**src/hdl/zbdt_pkg.sv**
```systemverilog
// Shared widths, register codes and types of the depth buffer.
// No dependencies.
`timescale 1ns / 1ps

package zbdt_pkg;

  localparam int CFG_W   = 8;
  localparam int COORD_W = 11;
  localparam int Z_W     = 16;
  localparam int COLOR_W = 32;
  localparam int XY_W    = 7;
  localparam int IDX_W   = 1;

  localparam logic [IDX_W-1:0] REG_FRAME_WIDTH  = 1'b0;
  localparam logic [IDX_W-1:0] REG_FRAME_HEIGHT = 1'b1;
  localparam logic [CFG_W-1:0] FRAME_RESET      = 8'd128;

  localparam logic ACT_CLEAR = 1'b1;

  typedef struct packed {
    logic busy;
    logic fin;
  } sweep_stat_t;

  typedef struct packed {
    logic           valid;
    logic [Z_W-1:0] depth;
  } entry_t;

endpackage

```
**src/hdl/zbdt_addr.sv**
```systemverilog
// Frame bounds check and linear store address of a fragment, registered.
// Depends on zbdt_pkg.
`timescale 1ns / 1ps

module zbdt_addr #(
  parameter int MAX_WIDTH  = 128,
  parameter int MAX_HEIGHT = 128,
  parameter int AW         = 14
) (
  input  logic                                 clk,
  input  logic                                 load,
  input  logic        [zbdt_pkg::CFG_W-1:0]    frame_width,
  input  logic        [zbdt_pkg::CFG_W-1:0]    frame_height,
  input  logic signed [zbdt_pkg::COORD_W-1:0]  pixel_x,
  input  logic signed [zbdt_pkg::COORD_W-1:0]  pixel_y,
  output logic                                 inb_r,
  output logic        [AW-1:0]                 addr_r
);

  import zbdt_pkg::*;

  localparam int WCAP   = (MAX_WIDTH > 255) ? 255 : MAX_WIDTH;
  localparam int HCAP   = (MAX_HEIGHT > 255) ? 255 : MAX_HEIGHT;
  localparam int PW_MIN = COORD_W - 1 + CFG_W + 1;
  localparam int PW     = (AW > PW_MIN) ? AW : PW_MIN;

  logic [CFG_W-1:0]   ew;
  logic [CFG_W-1:0]   eh;
  logic [COORD_W-2:0] xm;
  logic [COORD_W-2:0] ym;
  logic               in_x;
  logic               in_y;
  logic [PW-1:0]      idx;

  always_comb begin
    ew   = (frame_width > CFG_W'(WCAP)) ? CFG_W'(WCAP) : frame_width;
    eh   = (frame_height > CFG_W'(HCAP)) ? CFG_W'(HCAP) : frame_height;
    xm   = pixel_x[COORD_W-2:0];
    ym   = pixel_y[COORD_W-2:0];
    in_x = !pixel_x[COORD_W-1] && (xm < (COORD_W-1)'(ew));
    in_y = !pixel_y[COORD_W-1] && (ym < (COORD_W-1)'(eh));
    idx  = PW'(ym) * PW'(ew) + PW'(xm);
  end

  always_ff @(posedge clk) begin
    if (load) begin
      inb_r  <= in_x && in_y;
      addr_r <= idx[AW-1:0];
    end
  end

endmodule

```
**config.mk**
```make
export PLATFORM = sky130hd
export DESIGN_NAME = zbdt_addr
export DESIGN_NICKNAME = d
export VERILOG_FILES = /design/src/hdl/zbdt_pkg.sv /design/src/hdl/zbdt_addr.sv
export SDC_FILE = /design/constraint.sdc
export NUM_CORES = 1
export LEC_CHECK = 0
export BUFFER_PORTS_ARGS = -buffer_cell sky130_fd_sc_hd__buf_2
export CORE_UTILIZATION = 39
export DETAILED_ROUTE_END_ITERATION = 10
export PLACE_DENSITY = 0.56
export SLEW_MARGIN = 15
export SYNTH_ARGS = -nofsm -noshare
export SYNTH_HDL_FRONTEND = slang
export SYNTH_SLANG_ARGS = --single-unit
```
**constraint.sdc**
```tcl
create_clock -name clk -period 11.57 [get_ports clk]
set_clock_uncertainty 0.2 [all_clocks]
set_input_delay 1.157 -clock clk [delete_from_list [all_inputs] [get_ports clk]]
set_output_delay 1.157 -clock clk [all_outputs]
set_load 0.01 [all_outputs]
```
; After elaboration in Yosys (flattened, before gate mapping)
; Cells that the tools add are included.
[totals]
reg_bits = 15
inputBits = 40
wordCells = 15
[classes]
add_sub_neg = 1
n_mul = 1
order_cmp = 4
muxes = 2
n_reduce_logical = 5
[ops]
columns = cell, n
row1 = < comparator 10 x 8 -> 1 bit, 2
row2 = greater-than comparator 8 bit (second input constant), 2
row3 = two-way mux 8 bit, 2
row4 = adder 14 x 10 -> 14 bit, 1
row5 = multiplier 10 x 8 -> 14 bit, 1
row6 = logical AND 1 bit, 3
row7 = logical NOT 1 bit, 2

; Depth between registers and ports, before layout
[logic_depth]
ltp_word = 5
depth_mapped = 18
depth_no_buf = 16

; Least setup slack after synthesis
; OpenSTA, ideal clock, no wires.
[synth_path]
path_kind = input port to flip-flop
from = in frame_width[7] (netlist name)
to = reg addr_r[13] (data pin)
setup_ns = 0.262
arrival_time_ns = 5.130
slack_ns = 5.978
cell_stages = 17
path_cell_list = clkbuf_1 nor2b_1 clkbuf_1 nand2_1 fa_1 inv_1 fa_1 fa_1 inv_1 fa_1 inv_1 ha_1 a21oi_1 o22ai_1 o41ai_1 o31ai_1 xnor2_1
[synth_via]
elab_chain_cells = 4
[synth_rtl]
columns = element, line_no
row1 = from (decl), zbdt_addr.sv:12  ; input logic [zbdt_pkg::CFG_W-1:0] frame_width,
row2 = greater-than comparator 8 bit, zbdt_addr.sv:36  ; ew = (frame_width > CFG_W'(WCAP)) ? CFG_W'(WCAP) : frame_width;
row3 = two-way mux 8 bit (*), zbdt_addr.sv:36
row4 = multiplier 10 x 8 -> 14 bit (*), zbdt_addr.sv:42  ; idx = PW'(ym) * PW'(ew) + PW'(xm);
row5 = adder 14 x 10 -> 14 bit (*), zbdt_addr.sv:42
row6 = via idx[13], zbdt_addr.sv:33  ; logic [PW-1:0] idx;
row7 = to (signal assigned), zbdt_addr.sv:48  ; addr_r <= idx[AW-1:0];
row8 = to (decl), zbdt_addr.sv:17  ; output logic [AW-1:0] addr_r
; The timed path passes the listed nets; every way through them passes the cells marked *.
; A chain may end at the register's enable or synchronous reset.

; Worst setup path after layout
; Same ends and word-level chain as after synthesis.

==> flow_metrics.env <==
export IMPL_post_synth_main_area_contributors="fa_1 32%, ha_1 15%, edfxtp_1 14%"
export IMPL_cts_buffers_inserted=3
export IMPL_critical_path_most_common_cell="fa_1"
export IMPL_post_cts_setup_buffers=0
export IMPL_asyncSetResetFlopFracSynth_pct=0
export IMPL_internal_power_uw=255
export IMPL_synthFlopType="edfxtp_1"
export IMPL_globalRouteMet3Util_pct=1.05
export IMPL_dr_total_vias=2459
export IMPL_worst_pin_slew_ns=0.741
export IMPL_num_fill_cells=808
export IMPL_drt_pass1_iterations=4
export IMPL_synth_top_cell_by_area="fa_1"
export IMPL_antenna_found_initial=0
export IMPL_antenna_left=0
export IMPL_dieWidth_um=94.1
export IMPL_cp_buffers_inverters=4
export IMPL_die_height_um=94.1
export IMPL_clockRootBuffer="clkbuf_8"
export IMPL_diodes_inserted=0
export IMPL_max_clock_freq_mhz=169
export IMPL_seq_area_frac_synth_pct=13.6
export IMPL_cp_cell_sequence="buf_2 -> nor2b_1 -> nand2_1 -> fa_1 -> inv_1 -> fa_1 -> fa_1 -> inv_1 -> fa_1 -> inv_1 -> ha_1 -> a21oi_1 -> o22ai_1 -> o41ai_1 -> o31ai_1 -> xnor2_1"
export IMPL_grt_total_usage_pct=16.6
export IMPL_cts_resized_gates=0
export IMPL_num_io_pins=55
export IMPL_worst_hold_path_type="primary input to flip-flop"
export IMPL_worst_ep_arrival_time_ns=5.70
export IMPL_drt_total_wl_um=6590
export IMPL_final_global_route_overflow_total=0
export IMPL_hold_end="addr_r[0]"
export IMPL_category_of_the_worst_setup_path_launch_point="primary input"
export IMPL_largest_net_degree_at_the_start_of_global_routing=19
export IMPL_rsz_0062_raised_after_global_routing="false"
export IMPL_gpl_final_weighted_congestion=0.825
export IMPL_pre_cts_ws_ns=5.45
export IMPL_critical_path_max_stage_delay_ns=0.61
export IMPL_crit_family="adder cells"
export IMPL_worst_ir_drop_vdd_mv=0.0566
export IMPL_wire_length_of_the_first_global_routing_pass_um=11500
export IMPL_critPathKind="primary input to flip-flop"
export IMPL_first_global_vias=2491
export IMPL_global_route_usage_met1_pct=22.4
export IMPL_worst_path_max_delay_cell="nor2b_1"
export IMPL_cts_hold_fix_buffers=0
export IMPL_maximum_fanout_along_the_worst_path=18
export IMPL_power_frac_clock_pct=8.8
export IMPL_power_switching_fraction_pct=43.0
export IMPL_synth_yosys_warnings=0
export IMPL_total_leakage_power_nw=1.95
export IMPL_finalSetupViolCount=0
export IMPL_cts_tree="built"
export IMPL_core_region_um2=8220
export IMPL_die_area_um2=8860
export IMPL_max_cap_viol_count=0
export IMPL_floorplan_initialDensity_pct=40.3
export IMPL_ctsLongestPathBuffers=2
export IMPL_cts_htree_levels=1
export IMPL_drc=0
export IMPL_synth_most_common_cell="inv_1"
export IMPL_syn_to_final_growth_pct=12.7
export IMPL_area_of_the_mapped_netlist_um2=3310
export IMPL_via_density=4.67
export IMPL_hold_path_startpoint="pixel_x[0]"
export IMPL_finalWorstPathRequiredPeriod_ns=5.93
export IMPL_use_met2_pct=28.8
export IMPL_crit_path_end_kind="flip-flop"
export IMPL_combPwrFrac_pct=69.3
export IMPL_clk_transition_reported_paths_ns=0.05
export IMPL_postSynthAreaPerCell_um2=8.92
export IMPL_synthesis_nets=503
export IMPL_worst_ep_required_ns=11.35
export IMPL_rows=33
export IMPL_holdPathStages=2
export IMPL_fin_setup_tns_ns=0
export IMPL_layout_worst_path_cycle_share_pct=51.2
export IMPL_pwr_share_seq_pct=21.9
export IMPL_run_status="finished clean"
export IMPL_number_of_synthesized_flops_with_an_enable_pin=15
export IMPL_synth_seq_cells=15
export IMPL_num_nets_final=555
export IMPL_io_buffers=54
export IMPL_setup_slack_ns=5.64
export IMPL_dp_hpwl_um=5720
export IMPL_finalMaxSlewViolations=0
export IMPL_netlist_area_leader_share_pct=32.0
export IMPL_top_usage_layer="met2"
export IMPL_total_switching_power_uw=192
export IMPL_worst_slew_margin_rel_pct=50.5
export IMPL_synth_lib_cells_used_distinct=33
export IMPL_drive_above_1_share_pct=14.0
export IMPL_syn_inst=371
export IMPL_power_per_cell_area_nw_per_um2=120
export IMPL_ys_top_cells_by_count="100 x inv_1, 53 x fa_1, 46 x nand2_1"
export IMPL_detail_route_iter0_violations=79
export IMPL_final_hold_violation_count=0
export IMPL_numClockSinks=15
export IMPL_avgRoutedWirePerCell_um=12.5
state kept, by name, summed over array words and instances, names as in the netlist:
name    count
inb_r       1
addr_r     14
worst max path at each step:
stage / start / end / slack [ns] / cells after the start
floorplan: frame_width[7] / addr_r[13] / 5.98 / 17
detailed placement: frame_width[7] / addr_r[13] / 5.45 / 16
CTS: frame_width[7] / addr_r[13] / 5.69 / 16
global route: frame_width[7] / addr_r[13] / 5.34 / 16
finish: frame_width[7] / addr_r[13] / 5.64 / 16
global placement: frame_width[7] / addr_r[13] / 5.62 / 16
per-layer routing:
metal | routed length (um) | vias up
met3 | 207 | 4
met4 | 58 | 0
li1 | - | 1227
met1 | 3230 | 1173
met2 | 3090 | 55
met5 | 0 | -
cell families after synthesis:
group | share of synthesized area, %
xor gates and xnor gates | 3.97
buffers and inverters | 12.1
adders and majority gates | 46.8
and+or+nand+nor | 17.6
DFF | 13.6
AOI/OAI and AO/OA | 5.90
through the flow:
step	area [um2]	hold WS [ns]	total power, mW	utilization (%)	cells
after global routing	3730	1.10	0.505	45.4	527
after detailed placement	3690	1.33	0.413	44.9	523
after CTS	3730	1.09	0.454	45.4	527
after floorplan	3310	1.07	0.334	-	371
final	3730	1.10	0.447	45.4	527
after global placement	3690	1.34	0.406	44.9	523
layout by cell type (no fill, tap or decap), drive strengths merged:
master and instances:
xnor2 12, fa 53, a21oi 5, buf 54, edfxtp 15, o21ai 8, a21o 5, a31oi 1
nand2b 1, o211ai 1, o31ai 1, or3b 2, clkbuf 4, and2 35, inv 100, ha 39
nand4bb 1, nand3 3, nor4 4, nor3 2, o41ai 1, o22ai 1, a211oi 3, nand2 46
and2b 5, nor2 8, xor2 3, nand4 1, a22oi 2, nand3b 1, a2111oi 1, nor2b 4
power groups by stage:
stage          logic, mW  clock network (mW)  registers, mW
3_3_place_gp       0.307                   0         0.0988
4_1_cts            0.315              0.0409         0.0983
2_1_floorplan      0.222                   0          0.112
6_report           0.310              0.0395         0.0979
5_1_grt            0.361              0.0446         0.0997
3_5_place_dp       0.313                   0         0.0993
final cells by class:
type	instances	area, um2	area share [%]
sequential	15	450	12.1
clock buffer	4	45.0	1.21
multi-input combinational	249	2460	65.9
tap	105	131	3.52
inverter	100	375	10.1
timing repair buffer	54	270	7.24
(Power assumes the default switching activity.)
